**src/hdl/prva_pkg.sv**
```systemverilog
`timescale 1ns / 1ps
// ----------------------------------------------------------------------------
// Power-rail vote arbiter package
// Sizes, field widths, status codes and the table row layout that are shared
// by the channel interfaces, the vote table and the top level.
// ----------------------------------------------------------------------------
package prva_pkg;

  // Table dimensions.
  localparam int NUM_PMICS   = 2;
  localparam int NUM_RAILS   = 8;
  localparam int NUM_SOURCES = 4;
  localparam int ENTRIES     = NUM_PMICS * NUM_RAILS;

  // Index widths sized to the table.
  localparam int ENTRY_W    = (ENTRIES > 1) ? $clog2(ENTRIES) : 1;
  localparam int SRC_W      = (NUM_SOURCES > 1) ? $clog2(NUM_SOURCES) : 1;
  localparam int RAIL_IDX_W = (NUM_RAILS > 1) ? $clog2(NUM_RAILS) : 1;

  // Field widths of the transactions.
  localparam int FUNC_W      = 1;
  localparam int SOURCE_W    = 3;
  localparam int PMIC_W      = 2;
  localparam int RAIL_W      = 4;
  localparam int VOLT_W      = 24;
  localparam int COUNT_W     = 8;
  localparam int ADDR_CALC_W = PMIC_W + RAIL_W;

  // Limits used by the parameter check.
  localparam logic [SOURCE_W:0] SRC_LIMIT  = (SOURCE_W + 1)'(NUM_SOURCES);
  localparam logic [PMIC_W:0]   PMIC_LIMIT = (PMIC_W + 1)'(NUM_PMICS);
  localparam logic [RAIL_W:0]   RAIL_LIMIT = (RAIL_W + 1)'(NUM_RAILS);

  // Reset requests issue at most this many off commands.
  localparam int RESULT_LIMIT = 8;
  localparam int EMIT_W       = $clog2(RESULT_LIMIT + 1);

  // Operation and status codes.
  localparam logic FUNC_VOTE  = 1'b0;
  localparam logic FUNC_RESET = 1'b1;
  localparam logic STATUS_OK  = 1'b0;
  localparam logic STATUS_BAD = 1'b1;

  typedef logic [COUNT_W-1:0] count_t;
  typedef logic [VOLT_W-1:0]  volt_t;
  typedef logic [ENTRY_W-1:0] entry_t;

  localparam count_t COUNT_MAX = '1;

  // One table row: everything kept for one PMIC and rail.
  typedef struct packed {
    count_t [NUM_SOURCES-1:0] count;
    volt_t  [NUM_SOURCES-1:0] volt;
  } row_t;

  // Write port of the vote table.
  typedef struct packed {
    logic   en;
    entry_t addr;
    row_t   data;
  } tbl_wr_t;

  // Request payload.
  typedef struct packed {
    logic [FUNC_W-1:0]   func;
    logic [SOURCE_W-1:0] source;
    logic [PMIC_W-1:0]   pmic_index;
    logic [RAIL_W-1:0]   rail;
    logic                request_on;
    volt_t               voltage;
  } req_t;

  // Response payload.
  typedef struct packed {
    logic              status;
    logic [RAIL_W-1:0] out_rail;
    logic              rail_on;
    volt_t             out_voltage;
    logic              last;
  } rsp_t;

endpackage

```
**src/hdl/prva_if.sv**
```systemverilog
`timescale 1ns / 1ps
// ----------------------------------------------------------------------------
// Power-rail vote arbiter channels
// Valid/ready channels for vote and reset requests and for rail commands.
// ----------------------------------------------------------------------------
interface prva_req_if;
  import prva_pkg::*;

  logic valid;
  logic ready;
  req_t data;

  modport source (output valid, output data, input ready);
  modport sink   (input valid, input data, output ready);
endinterface

interface prva_rsp_if;
  import prva_pkg::*;

  logic valid;
  logic ready;
  rsp_t data;

  modport source (output valid, output data, input ready);
  modport sink   (input valid, input data, output ready);
endinterface

```
**src/hdl/prva_table.sv**
```systemverilog
`timescale 1ns / 1ps
// ----------------------------------------------------------------------------
// Power-rail vote table
// One row per PMIC and rail, holding every source's count and voltage.
// One write and one registered read per cycle; rows never written read as 0.
// ----------------------------------------------------------------------------
module prva_table (
  input  logic             clk,
  input  logic             rst,
  input  prva_pkg::entry_t rd_addr,
  output prva_pkg::row_t   rd_row,
  input  prva_pkg::tbl_wr_t wr
);
  import prva_pkg::*;

  row_t               mem [ENTRIES];
  logic [ENTRIES-1:0] row_valid;
  row_t               rd_data;
  logic               rd_valid;

  // Row storage with a registered read port.
  always_ff @(posedge clk) begin
    if (wr.en) begin
      mem[wr.addr] <= wr.data;
    end
    rd_data  <= mem[rd_addr];
    rd_valid <= row_valid[rd_addr];
  end

  // A row counts as written once; reset makes the whole table read as empty.
  always_ff @(posedge clk) begin
    if (rst) begin
      row_valid <= '0;
    end else if (wr.en) begin
      row_valid[wr.addr] <= 1'b1;
    end
  end

  assign rd_row = rd_valid ? rd_data : '0;

endmodule

```
**src/hdl/power_rail_vote_arbiter.sv**
```systemverilog
`timescale 1ns / 1ps
// Sequence: a vote result is offered after acceptance through the steps read,
// update, highest voltage scan of one source per cycle, and result; a reset walks
// the rails, then emits off commands one rail per cycle unless the result register stalls.
// Requests are taken one at a time, each finished before the next is accepted,
// and any stall of the result register holds the sequence.
// Reset (rst) clears control state and row valid flags; no clearing pass.
// ----------------------------------------------------------------------------
// Power-rail vote arbiter
// Keeps per-source vote counts and voltages for every PMIC rail in a table
// and answers vote and reset requests with rail on/off commands.
// ----------------------------------------------------------------------------
module power_rail_vote_arbiter (
  input logic        clk,
  input logic        rst,
  prva_req_if.sink   req,
  prva_rsp_if.source rsp
);
  import prva_pkg::*;

  localparam logic [2:0] S_IDLE = 3'd0;
  localparam logic [2:0] S_ERR  = 3'd1;
  localparam logic [2:0] S_VMOD = 3'd2;
  localparam logic [2:0] S_VMAX = 3'd3;
  localparam logic [2:0] S_VOUT = 3'd4;
  localparam logic [2:0] S_RMOD = 3'd5;
  localparam logic [2:0] S_ROUT = 3'd6;

  localparam logic [SRC_W-1:0]      SRC_LAST  = SRC_W'(NUM_SOURCES - 1);
  localparam logic [RAIL_IDX_W-1:0] RAIL_LAST = RAIL_IDX_W'(NUM_RAILS - 1);
  localparam logic [EMIT_W-1:0]     EMIT_LAST = EMIT_W'(RESULT_LIMIT - 1);

  logic [2:0]            state;
  logic                  func_q;
  logic [SRC_W-1:0]      src_q;
  logic [PMIC_W-1:0]     pmic_q;
  logic [RAIL_W-1:0]     rail_q;
  logic                  on_q;
  volt_t                 volt_q;
  entry_t                entry_q;
  row_t                  row;
  logic [SRC_W-1:0]      scan;
  volt_t                 best;
  logic                  any_vote;
  logic [RAIL_IDX_W-1:0] rail_cnt;
  logic [NUM_RAILS-1:0]  pend;
  logic [EMIT_W-1:0]     emit_n;

  entry_t                rd_addr;
  row_t                  rd_row;
  tbl_wr_t               wr;
  row_t                  vote_row;
  row_t                  clr_row;
  count_t                cur_cnt;
  count_t                new_cnt;
  volt_t                 new_volt;
  logic                  had_votes;
  logic                  left_any;
  logic                  bad_req;
  logic                  accept;
  logic                  out_free;
  logic                  out_load;
  rsp_t                  out_next;
  logic [NUM_RAILS-1:0]  pend_rest;
  logic                  emit_last;
  logic [RAIL_W-1:0]     rail_next;

  // Row address of a PMIC and rail.
  function automatic entry_t entry_of(input logic [PMIC_W-1:0] p,
                                      input logic [RAIL_W-1:0] r);
    logic [ADDR_CALC_W-1:0] sum;
    sum = ({{(ADDR_CALC_W - PMIC_W){1'b0}}, p} * ADDR_CALC_W'(NUM_RAILS))
          + {{(ADDR_CALC_W - RAIL_W){1'b0}}, r};
    return sum[ENTRY_W-1:0];
  endfunction

  prva_table u_table (
    .clk     (clk),
    .rst     (rst),
    .rd_addr (rd_addr),
    .rd_row  (rd_row),
    .wr      (wr)
  );

  // Handshakes.
  assign req.ready = (state == S_IDLE);
  assign accept    = req.valid && req.ready;
  assign out_free  = !rsp.valid || rsp.ready;

  // Parameter check of an incoming request; reset requests ignore the rail.
  assign bad_req = ({1'b0, req.data.source} >= SRC_LIMIT) ||
                   ({1'b0, req.data.pmic_index} >= PMIC_LIMIT) ||
                   ((req.data.func == FUNC_VOTE) && ({1'b0, req.data.rail} >= RAIL_LIMIT));

  // Table read address: the requested row on acceptance, the next rail while
  // a reset walks the PMIC. Every write of a request ends before the next
  // request is taken, so a read never meets a pending write to its row.
  assign rail_next = RAIL_W'(rail_cnt) + RAIL_W'(1);
  always_comb begin
    if (state == S_RMOD) begin
      rd_addr = entry_of(pmic_q, rail_next);
    end else if (req.data.func == FUNC_RESET) begin
      rd_addr = entry_of(req.data.pmic_index, '0);
    end else begin
      rd_addr = entry_of(req.data.pmic_index, req.data.rail);
    end
  end

  // Vote update of the row just read.
  assign cur_cnt = rd_row.count[src_q];
  always_comb begin
    vote_row = rd_row;
    if (on_q) begin
      new_cnt  = (cur_cnt == COUNT_MAX) ? cur_cnt : cur_cnt + count_t'(1);
      new_volt = volt_q;
    end else begin
      new_cnt  = (cur_cnt == '0) ? cur_cnt : cur_cnt - count_t'(1);
      new_volt = rd_row.volt[src_q];
    end
    if (new_cnt == '0) begin
      new_volt = '0;
    end
    vote_row.count[src_q] = new_cnt;
    vote_row.volt[src_q]  = new_volt;
  end

  // Reset update: drop all of the source's votes on the row just read.
  always_comb begin
    clr_row              = rd_row;
    clr_row.count[src_q] = '0;
    clr_row.volt[src_q]  = '0;
  end
  assign had_votes = (rd_row.count[src_q] != '0);
  assign left_any  = (clr_row.count != '0);

  // Write back.
  always_comb begin
    wr.en   = (state == S_VMOD) || ((state == S_RMOD) && had_votes);
    wr.addr = entry_q;
    wr.data = (state == S_VMOD) ? vote_row : clr_row;
  end

  // Pending off commands after the current rail.
  always_comb begin
    pend_rest           = pend;
    pend_rest[rail_cnt] = 1'b0;
  end
  assign emit_last = (pend_rest == '0) || (emit_n == EMIT_LAST);

  // Result to be loaded into the output register.
  always_comb begin
    out_load = 1'b0;
    out_next = '0;
    case (state)
      S_ERR: begin
        out_load             = out_free;
        out_next.status      = STATUS_BAD;
        out_next.out_rail    = (func_q == FUNC_RESET) ? '0 : rail_q;
        out_next.last        = 1'b1;
      end
      S_VOUT: begin
        out_load             = out_free;
        out_next.status      = STATUS_OK;
        out_next.out_rail    = rail_q;
        out_next.rail_on     = any_vote;
        out_next.out_voltage = any_vote ? best : volt_q;
        out_next.last        = 1'b1;
      end
      S_ROUT: begin
        out_load             = out_free && pend[rail_cnt];
        out_next.status      = STATUS_OK;
        out_next.out_rail    = RAIL_W'(rail_cnt);
        out_next.last        = emit_last;
      end
      default: begin
        out_load = 1'b0;
      end
    endcase
  end

  // Output register.
  always_ff @(posedge clk) begin
    if (rst) begin
      rsp.valid <= 1'b0;
    end else if (out_load) begin
      rsp.valid <= 1'b1;
    end else if (rsp.ready) begin
      rsp.valid <= 1'b0;
    end
  end

  always_ff @(posedge clk) begin
    if (out_load) begin
      rsp.data <= out_next;
    end
  end

  // Sequencer.
  always_ff @(posedge clk) begin
    if (rst) begin
      state <= S_IDLE;
    end else begin
      case (state)
        S_IDLE: begin
          if (accept) begin
            if (bad_req) begin
              state <= S_ERR;
            end else if (req.data.func == FUNC_VOTE) begin
              state <= S_VMOD;
            end else begin
              state <= S_RMOD;
            end
          end
        end
        S_ERR: begin
          if (out_free) begin
            state <= S_IDLE;
          end
        end
        S_VMOD: begin
          state <= S_VMAX;
        end
        S_VMAX: begin
          if (scan == SRC_LAST) begin
            state <= S_VOUT;
          end
        end
        S_VOUT: begin
          if (out_free) begin
            state <= S_IDLE;
          end
        end
        S_RMOD: begin
          if (rail_cnt == RAIL_LAST) begin
            state <= S_ROUT;
          end
        end
        S_ROUT: begin
          if (pend == '0) begin
            state <= S_IDLE;
          end else if (out_load && emit_last) begin
            state <= S_IDLE;
          end
        end
        default: begin
          state <= S_IDLE;
        end
      endcase
    end
  end

  // Request fields and the working registers of the sequencer.
  always_ff @(posedge clk) begin
    case (state)
      S_IDLE: begin
        if (accept) begin
          func_q   <= req.data.func;
          src_q    <= SRC_W'(req.data.source);
          pmic_q   <= req.data.pmic_index;
          rail_q   <= req.data.rail;
          on_q     <= req.data.request_on;
          volt_q   <= req.data.voltage;
          entry_q  <= rd_addr;
          rail_cnt <= '0;
          pend     <= '0;
        end
      end
      S_VMOD: begin
        row      <= vote_row;
        scan     <= '0;
        best     <= '0;
        any_vote <= 1'b0;
      end
      S_VMAX: begin
        // One source per cycle: highest voltage among the voting sources.
        if (row.count[scan] != '0) begin
          any_vote <= 1'b1;
          if (row.volt[scan] > best) begin
            best <= row.volt[scan];
          end
        end
        if (scan != SRC_LAST) begin
          scan <= scan + SRC_W'(1);
        end
      end
      S_RMOD: begin
        // Mark a rail that lost its last vote for an off command.
        if (had_votes && !left_any) begin
          pend[rail_cnt] <= 1'b1;
        end
        entry_q <= rd_addr;
        if (rail_cnt == RAIL_LAST) begin
          rail_cnt <= '0;
          emit_n   <= '0;
        end else begin
          rail_cnt <= rail_cnt + RAIL_IDX_W'(1);
        end
      end
      S_ROUT: begin
        if (pend[rail_cnt]) begin
          if (out_load) begin
            pend[rail_cnt] <= 1'b0;
            emit_n         <= emit_n + EMIT_W'(1);
            rail_cnt       <= rail_cnt + RAIL_IDX_W'(1);
          end
        end else begin
          rail_cnt <= rail_cnt + RAIL_IDX_W'(1);
        end
      end
      default: begin
        row <= row;
      end
    endcase
  end

endmodule
```
**src/flat_wrapper.sv**
```systemverilog
// flat-port wrapper written by rule: the top's interface ports become plain ports
module power_rail_vote_arbiter_flat import prva_pkg::*;
  (clk, rst, req_valid, req_data, req_ready, rsp_valid, rsp_data, rsp_ready);
  prva_req_if req_i ();
  prva_rsp_if rsp_i ();
  input logic clk;
  input logic rst;
  input wire logic [$bits(req_i.valid)-1:0] req_valid;
  input wire logic [$bits(req_i.data)-1:0] req_data;
  output wire logic [$bits(req_i.ready)-1:0] req_ready;
  output wire logic [$bits(rsp_i.valid)-1:0] rsp_valid;
  output wire logic [$bits(rsp_i.data)-1:0] rsp_data;
  input wire logic [$bits(rsp_i.ready)-1:0] rsp_ready;
  assign req_i.valid = req_valid;
  assign req_i.data = req_data;
  assign req_ready = req_i.ready;
  assign rsp_valid = rsp_i.valid;
  assign rsp_data = rsp_i.data;
  assign rsp_i.ready = rsp_ready;
  power_rail_vote_arbiter u_core (.clk(clk), .rst(rst), .req(req_i), .rsp(rsp_i));
endmodule
```
**config.mk**
```make
export PLATFORM = sky130hd
export DESIGN_NAME = power_rail_vote_arbiter_flat
export DESIGN_NICKNAME = d
export VERILOG_FILES = /design/src/hdl/prva_pkg.sv /design/src/hdl/prva_if.sv /design/src/hdl/prva_table.sv /design/src/hdl/power_rail_vote_arbiter.sv /design/src/flat_wrapper.sv
export SDC_FILE = /design/constraint.sdc
export NUM_CORES = 2
export LEC_CHECK = 0
export BUFFER_PORTS_ARGS = -buffer_cell sky130_fd_sc_hd__buf_4
export CORE_ASPECT_RATIO = 0.7
export CORE_MARGIN = 5
export CORE_UTILIZATION = 25
export CTS_BUF_LIST = sky130_fd_sc_hd__clkbuf_4
export CTS_CLUSTER_DIAMETER = 80
export CTS_CLUSTER_SIZE = 30
export DETAILED_ROUTE_END_ITERATION = 6
export PLACE_DENSITY = 0.45
export SYNTH_ARGS = -nofsm -noshare
export SYNTH_HDL_FRONTEND = slang
export SYNTH_HIERARCHICAL = 1
export SYNTH_SLANG_ARGS = --single-unit
```
**constraint.sdc**
```tcl
create_clock -name clk -period 15.3 [get_ports clk]
set_clock_uncertainty 0.15 [all_clocks]
set_input_delay 3.06 -clock clk [delete_from_list [all_inputs] [get_ports clk]]
set_output_delay 3.06 -clock clk [all_outputs]
set_load 0.02 [all_outputs]
```
Yosys cells after proc, flatten, opt, wreduce, memory -nomap -nowiden

Memories as Yosys holds them, arrays and structs flattened. A register that Yosys moved wholly into a read port is not among the register bits.
Index checks and enable logic that the tools add are counted.

Bits in read-only memories: 0
Memories: 1
Register bits after elaboration: 259
Word-level logic and storage cells: 194
Output and inout port bits: 33
Bits of input ports: 39
Bits in latches: 0
RAM bits: 2048

Bitwise operators: 9
Divide/modulo/power cells: 0
Muxes and demuxes: 72
$lt $le $gt $ge: 12
Shift operators: 0
Reductions and logical operators: 39
Multiply operators: 0
$add $sub $neg: 8
Eq/ne operators: 23

Memories:

| memory             | depth | width | read ports | clocked after Yosys merged registers in | write ports | line             | source |
|---|---|---|---|---|---|---|---|
| u_core.u_table.mem | 16    | 128   | 1          | 1                                       | 1           | prva_table.sv:16 | `row_t mem [ENTRIES];` |

Operators by type and width:

| kind                                       | number |
|---|---|
| 128-bit two-way mux                        | 2 |
| 24-bit two-way mux                         | 8 |
| 96-bit bitwise AND                         | 1 |
| 24-bit binary-select mux with 2-bit select | 2 |
| 96-bit bitwise mux                         | 1 |
| 96-bit NOT                                 | 1 |
| 8-bit two-way mux                          | 10 |
| 24-bit demux with 2-bit select             | 1 |
| 24-bit one-hot mux with 2 select lines     | 1 |
| 3-bit two-way mux                          | 12 |
| 32-bit bitwise AND                         | 1 |
| 8-bit binary-select mux with 2-bit select  | 2 |
| 32-bit bitwise mux                         | 1 |
| 8-bit logical NOT                          | 4 |
| 32-bit NOT                                 | 1 |
| 32-bit nonzero test                        | 1 |
| 4-bit two-way mux                          | 7 |
| 24-bit > comparator                        | 1 |
| 8-bit one-hot mux with 3 select lines      | 1 |
| 3-bit one-hot mux with 6 select lines      | 1 |
| 8-bit demux with 2-bit select              | 1 |
| 16-bit bitwise OR                          | 1 |
| 4-bit one-hot mux with 2 select lines      | 2 |
| 8-bit nonzero test                         | 2 |
| 51 further kinds                           | 98 |

Longest topological paths before layout

Depth after elaboration: 12
Mapped depth: 15
Depth with buffers taken out: 12

Modules after synthesis

The synthesis kept the hierarchy.

Modules (own cells, without submodules):

| module                  | sequential area each (sq um) | area an instance (sq um) | cells an instance | times used |
|---|---|---|---|---|
| prva_table              | 64401.8                      | 81335.5                  | 3444              | 1 |
| power_rail_vote_arbiter | 7226.9                       | 14402.6                  | 1241              | 1 |

Worst setup path before layout

No wires, ideal clock.

Path type: reg-to-reg
Start: register u_core.u_table.rd_valid
End: memory u_core/u_table/mem[0][0] (netlist bit), enable pin
Clock period less this slack: 12.171 ns
Buffers on the path: 2
Setup time: 0.774 ns
Data required time: 14.376 ns
Arrival time: 11.247 ns
Setup slack: 3.129 ns
Stages on the path, launching flop included: 13
Path through: dfxtp_1 -> clkbuf_1 -> clkbuf_1 -> and2_1 -> mux4_2 -> inv_1 -> ha_1 -> inv_1 -> nor3_2 -> and2_0 -> o21ai_0 -> or3b_2 -> nor3_1

RTL lines:

| item                   | line             | source |
|---|---|---|
| from (decl)            | prva_table.sv:19 | `logic rd_valid;` |
| from (signal assigned) | prva_table.sv:27 | `rd_valid <= row_valid[rd_addr];` |
| to (decl)              | prva_table.sv:16 |  |

==> flow_metrics.tcl <==
set metrics [dict create \
    tns_ns 0 \
    slew-limit-headroom 0.1255 \
    layout-area-overhead-vs-synth_pct 9.439 \
    status "completed" \
    cts_root_buffer "clkbuf_4" \
    antenna_found_initial 16 \
    fin_crit_sh 0.4622 \
    drt_iter0_drc 5440 \
    stdcell_count 9960 \
    synth_cell_types 66 \
    synthArstFlopShare 0 \
    gp_congestion 0.7729 \
    fp.dieW_um 749.6 \
    worst_pin_slew_ns 1.304 \
    dp.cells 9775 \
    rsz0062_at_grt "false" \
    seq_area_frac_synth 0.7482 \
    gr-total-overflow 0 \
    startpoint_type "register" \
    path_class "reg2reg" \
    postPlaceCellArea_um2 103300 \
    critPathMaxFanout 56 \
    drv_cap 0 \
    path_clk_slew_ns 0.28 \
    final_layout_size_suffix_gt1_frac 0.2374 \
    routedWlPerCell_um 27.03 \
    ctsResizeCount 0 \
    dieArea_um2 395600 \
    hold_viol 0 \
    min_path_cells 2 \
    first_global_vias 47310 \
    rows 190 \
    vias_per_cell 4.734 \
    place_hpwl_um 146300 \
    dr.pass1.iters 6 \
    remaining_drc_errors 0 \
    avgSynthCellArea_um2 20.44 \
    ys_ff_latch 2435 \
    hold_buffers 0 \
    clkLatencyLatePin_ns 1.27 \
    critPathCaptureType "register" \
    fin_crit_ns 7.071 \
    track_usage 0.1323 \
    tritoncts "yes" \
    peakVddDrop_mv 0.04879 \
    syn_inst 4685 \
    boundaryPins 72 \
    vias 47150 \
    leakage_nw 31.60 \
    ff2ff_path_depth 14 \
    hold_class "reg2reg" \
    holdWs_ns 0.3521 \
    post_cts_buffers 0 \
    power.density_nw_per_um2 106.1 \
    initial_core_util 0.2506 \
    synth-edff-count 2286 \
    grt_max_degree 121 \
    critPathRequiredTime_ns 16.02 \
    numClockSinks 2435 \
    syn_nets 4755 \
    maxSlewViolCount 0 \
    syn_area_um2 95740 \
    core_um2 382000 \
    final_design_area_no_fill_um2 104800 \
    synth_flop_cell "edfxtp_1" \
    io_buffers 71 \
    htreeDepth 3 \
    setup_viol 0 \
    ant_nets 0 \
    ys.warnings.count 6 \
    max_freq_ghz 0.1414 \
    layout_common_cells "edfxtp_1, mux4_2, buf_4" \
    routed_wl_um 269200 \
    arrival_ns 7.79 \
    dieHeight_um 527.8 \
    cts_buffers 96 \
    grt_first_pass_wirelength_um 377700 \
    layout_commonest_cell "edfxtp_1" \
    fin_nets 4855 \
    cts_buffer_depth 3 \
]
==> worst max-delay path, cell delays in order (launching register included) <==
cell	delay, ns
dfxtp_4	0.57
buf_4	0.70
and2_1	0.27
mux4_2	0.34
inv_1	0.08
ha_1	0.22
inv_1	0.10
nor3_2	0.08
and2_0	0.19
o21ai_0	0.39
nand3b_1	0.36
nor3_2	0.98
buf_4	0.82
buf_4	0.54
buf_4	0.73
==> layout make-up <==
class | count | area [um2]
Sequential cell | 2435 | 71630
Tap cell | 5088 | 6366
Antenna cell | 10 | 25.02
Clock buffer | 147 | 1104
Inverter | 39 | 156.4
Fill cell | 37740 | 277300
Multi-Input combinational cell | 1926 | 22800
Timing Repair Buffer | 287 | 2330
Clock inverter | 28 | 357.8
==> registers in the layout, summed over array words and instances, names as in the netlist, 2 cells and up <==
| signal | flops |
|---|---|
| u_core/u_table/mem | 2048 |
| u_core/row | 128 |
| u_core/u_table/rd_data | 128 |
| u_core/rsp.data | 31 |
| u_core/best | 24 |
| u_core/volt_q | 24 |
| u_core/u_table/row_valid | 16 |
| u_core/pend | 8 |
| u_core/emit_n | 4 |
| u_core/entry_q | 4 |
| u_core/rail_q | 4 |
| u_core/rail_cnt | 3 |
| u_core/state | 3 |
| u_core/scan | 2 |
| u_core/src_q | 2 |
==> Yosys cell counts (13+ instances only) <==
master / n / area [um2]
o21ai_0: 81 / 405.4
nor2b_1: 57 / 356.6
clkbuf_1: 147 / 551.8
inv_1: 37 / 138.9
buf_6: 40 / 450.4
o221ai_1: 26 / 227.7
buf_4: 17 / 127.6
mux4_2: 611 / 13760
nor4_1: 13 / 81.33
a21oi_1: 89 / 445.4
o31ai_1: 194 / 1456
nor3_1: 17 / 85.08
and2_1: 156 / 975.9
mux2i_1: 162 / 1622
nand2b_1: 14 / 87.58
ha_1: 31 / 387.9
nor2_1: 95 / 356.6
o22ai_1: 15 / 93.84
edfxtp_1: 2286 / 68650
buf_2: 58 / 290.3
dfxtp_1: 149 / 2983
nand2_1: 172 / 645.6
buf_1: 22 / 82.58
a211oi_1: 56 / 420.4
==> power breakdown <==
group	internal (mW)	switching (mW)	total, mW	leakage (nW)
clock network	0.545	1.95	2.49	0.847
registers	7.45	0.0709	7.52	22.3
logic	0.392	0.707	1.10	8.43
==> final timing paths <==
path / to / slack (ns) / from
setup / recovery: u_core/u_table/mem[8][33] / 8.23 / u_core/u_table/rd_valid
hold / removal: u_core/u_table/row_valid[8] / 0.35 / u_core/u_table/row_valid[8]
setup reg to reg: u_core/u_table/mem[8][33] / 8.23 / u_core/u_table/rd_valid
hold reg to reg: u_core/u_table/row_valid[8] / 0.35 / u_core/u_table/row_valid[8]
==> per-layer routing <==
metal	global-route usage	vias up	part of all wire
met3	0.01648	182	0.050
met1	0.2047	26210	0.49
met5	0	-	0.00041
met4	0.01597	16	0.012
met2	0.2033	1273	0.45
li1	-	19470	-
==> through the flow <==
step / util / setup WS [ns] / power [mW]
2_1_floorplan: - / 3.129 / 8.334
3_3_place_gp: 0.2704 / 7.658 / 8.765
3_5_place_dp: 0.2704 / 7.739 / 8.773
4_1_cts: 0.2742 / 8.056 / 11.24
5_1_grt: 0.2742 / 7.842 / 11.56
6_report: 0.2743 / 8.229 / 11.12
==> cell families (layout without fill, tap and decap cells) <==
group	after synthesis	count (layout)	synth area share
AOI/OAI and AO/OA	518	518	0.03646
xor gates and xnor gates	9	9	0.0008234
adders and majority gates	31	31	0.004051
buffers and inverters	324	501	0.01738
DFF	2435	2435	0.7482
muxes	775	775	0.1609
other	0	10	0
and+or+nand+nor	593	593	0.03220
(Power assumes the default switching activity.)
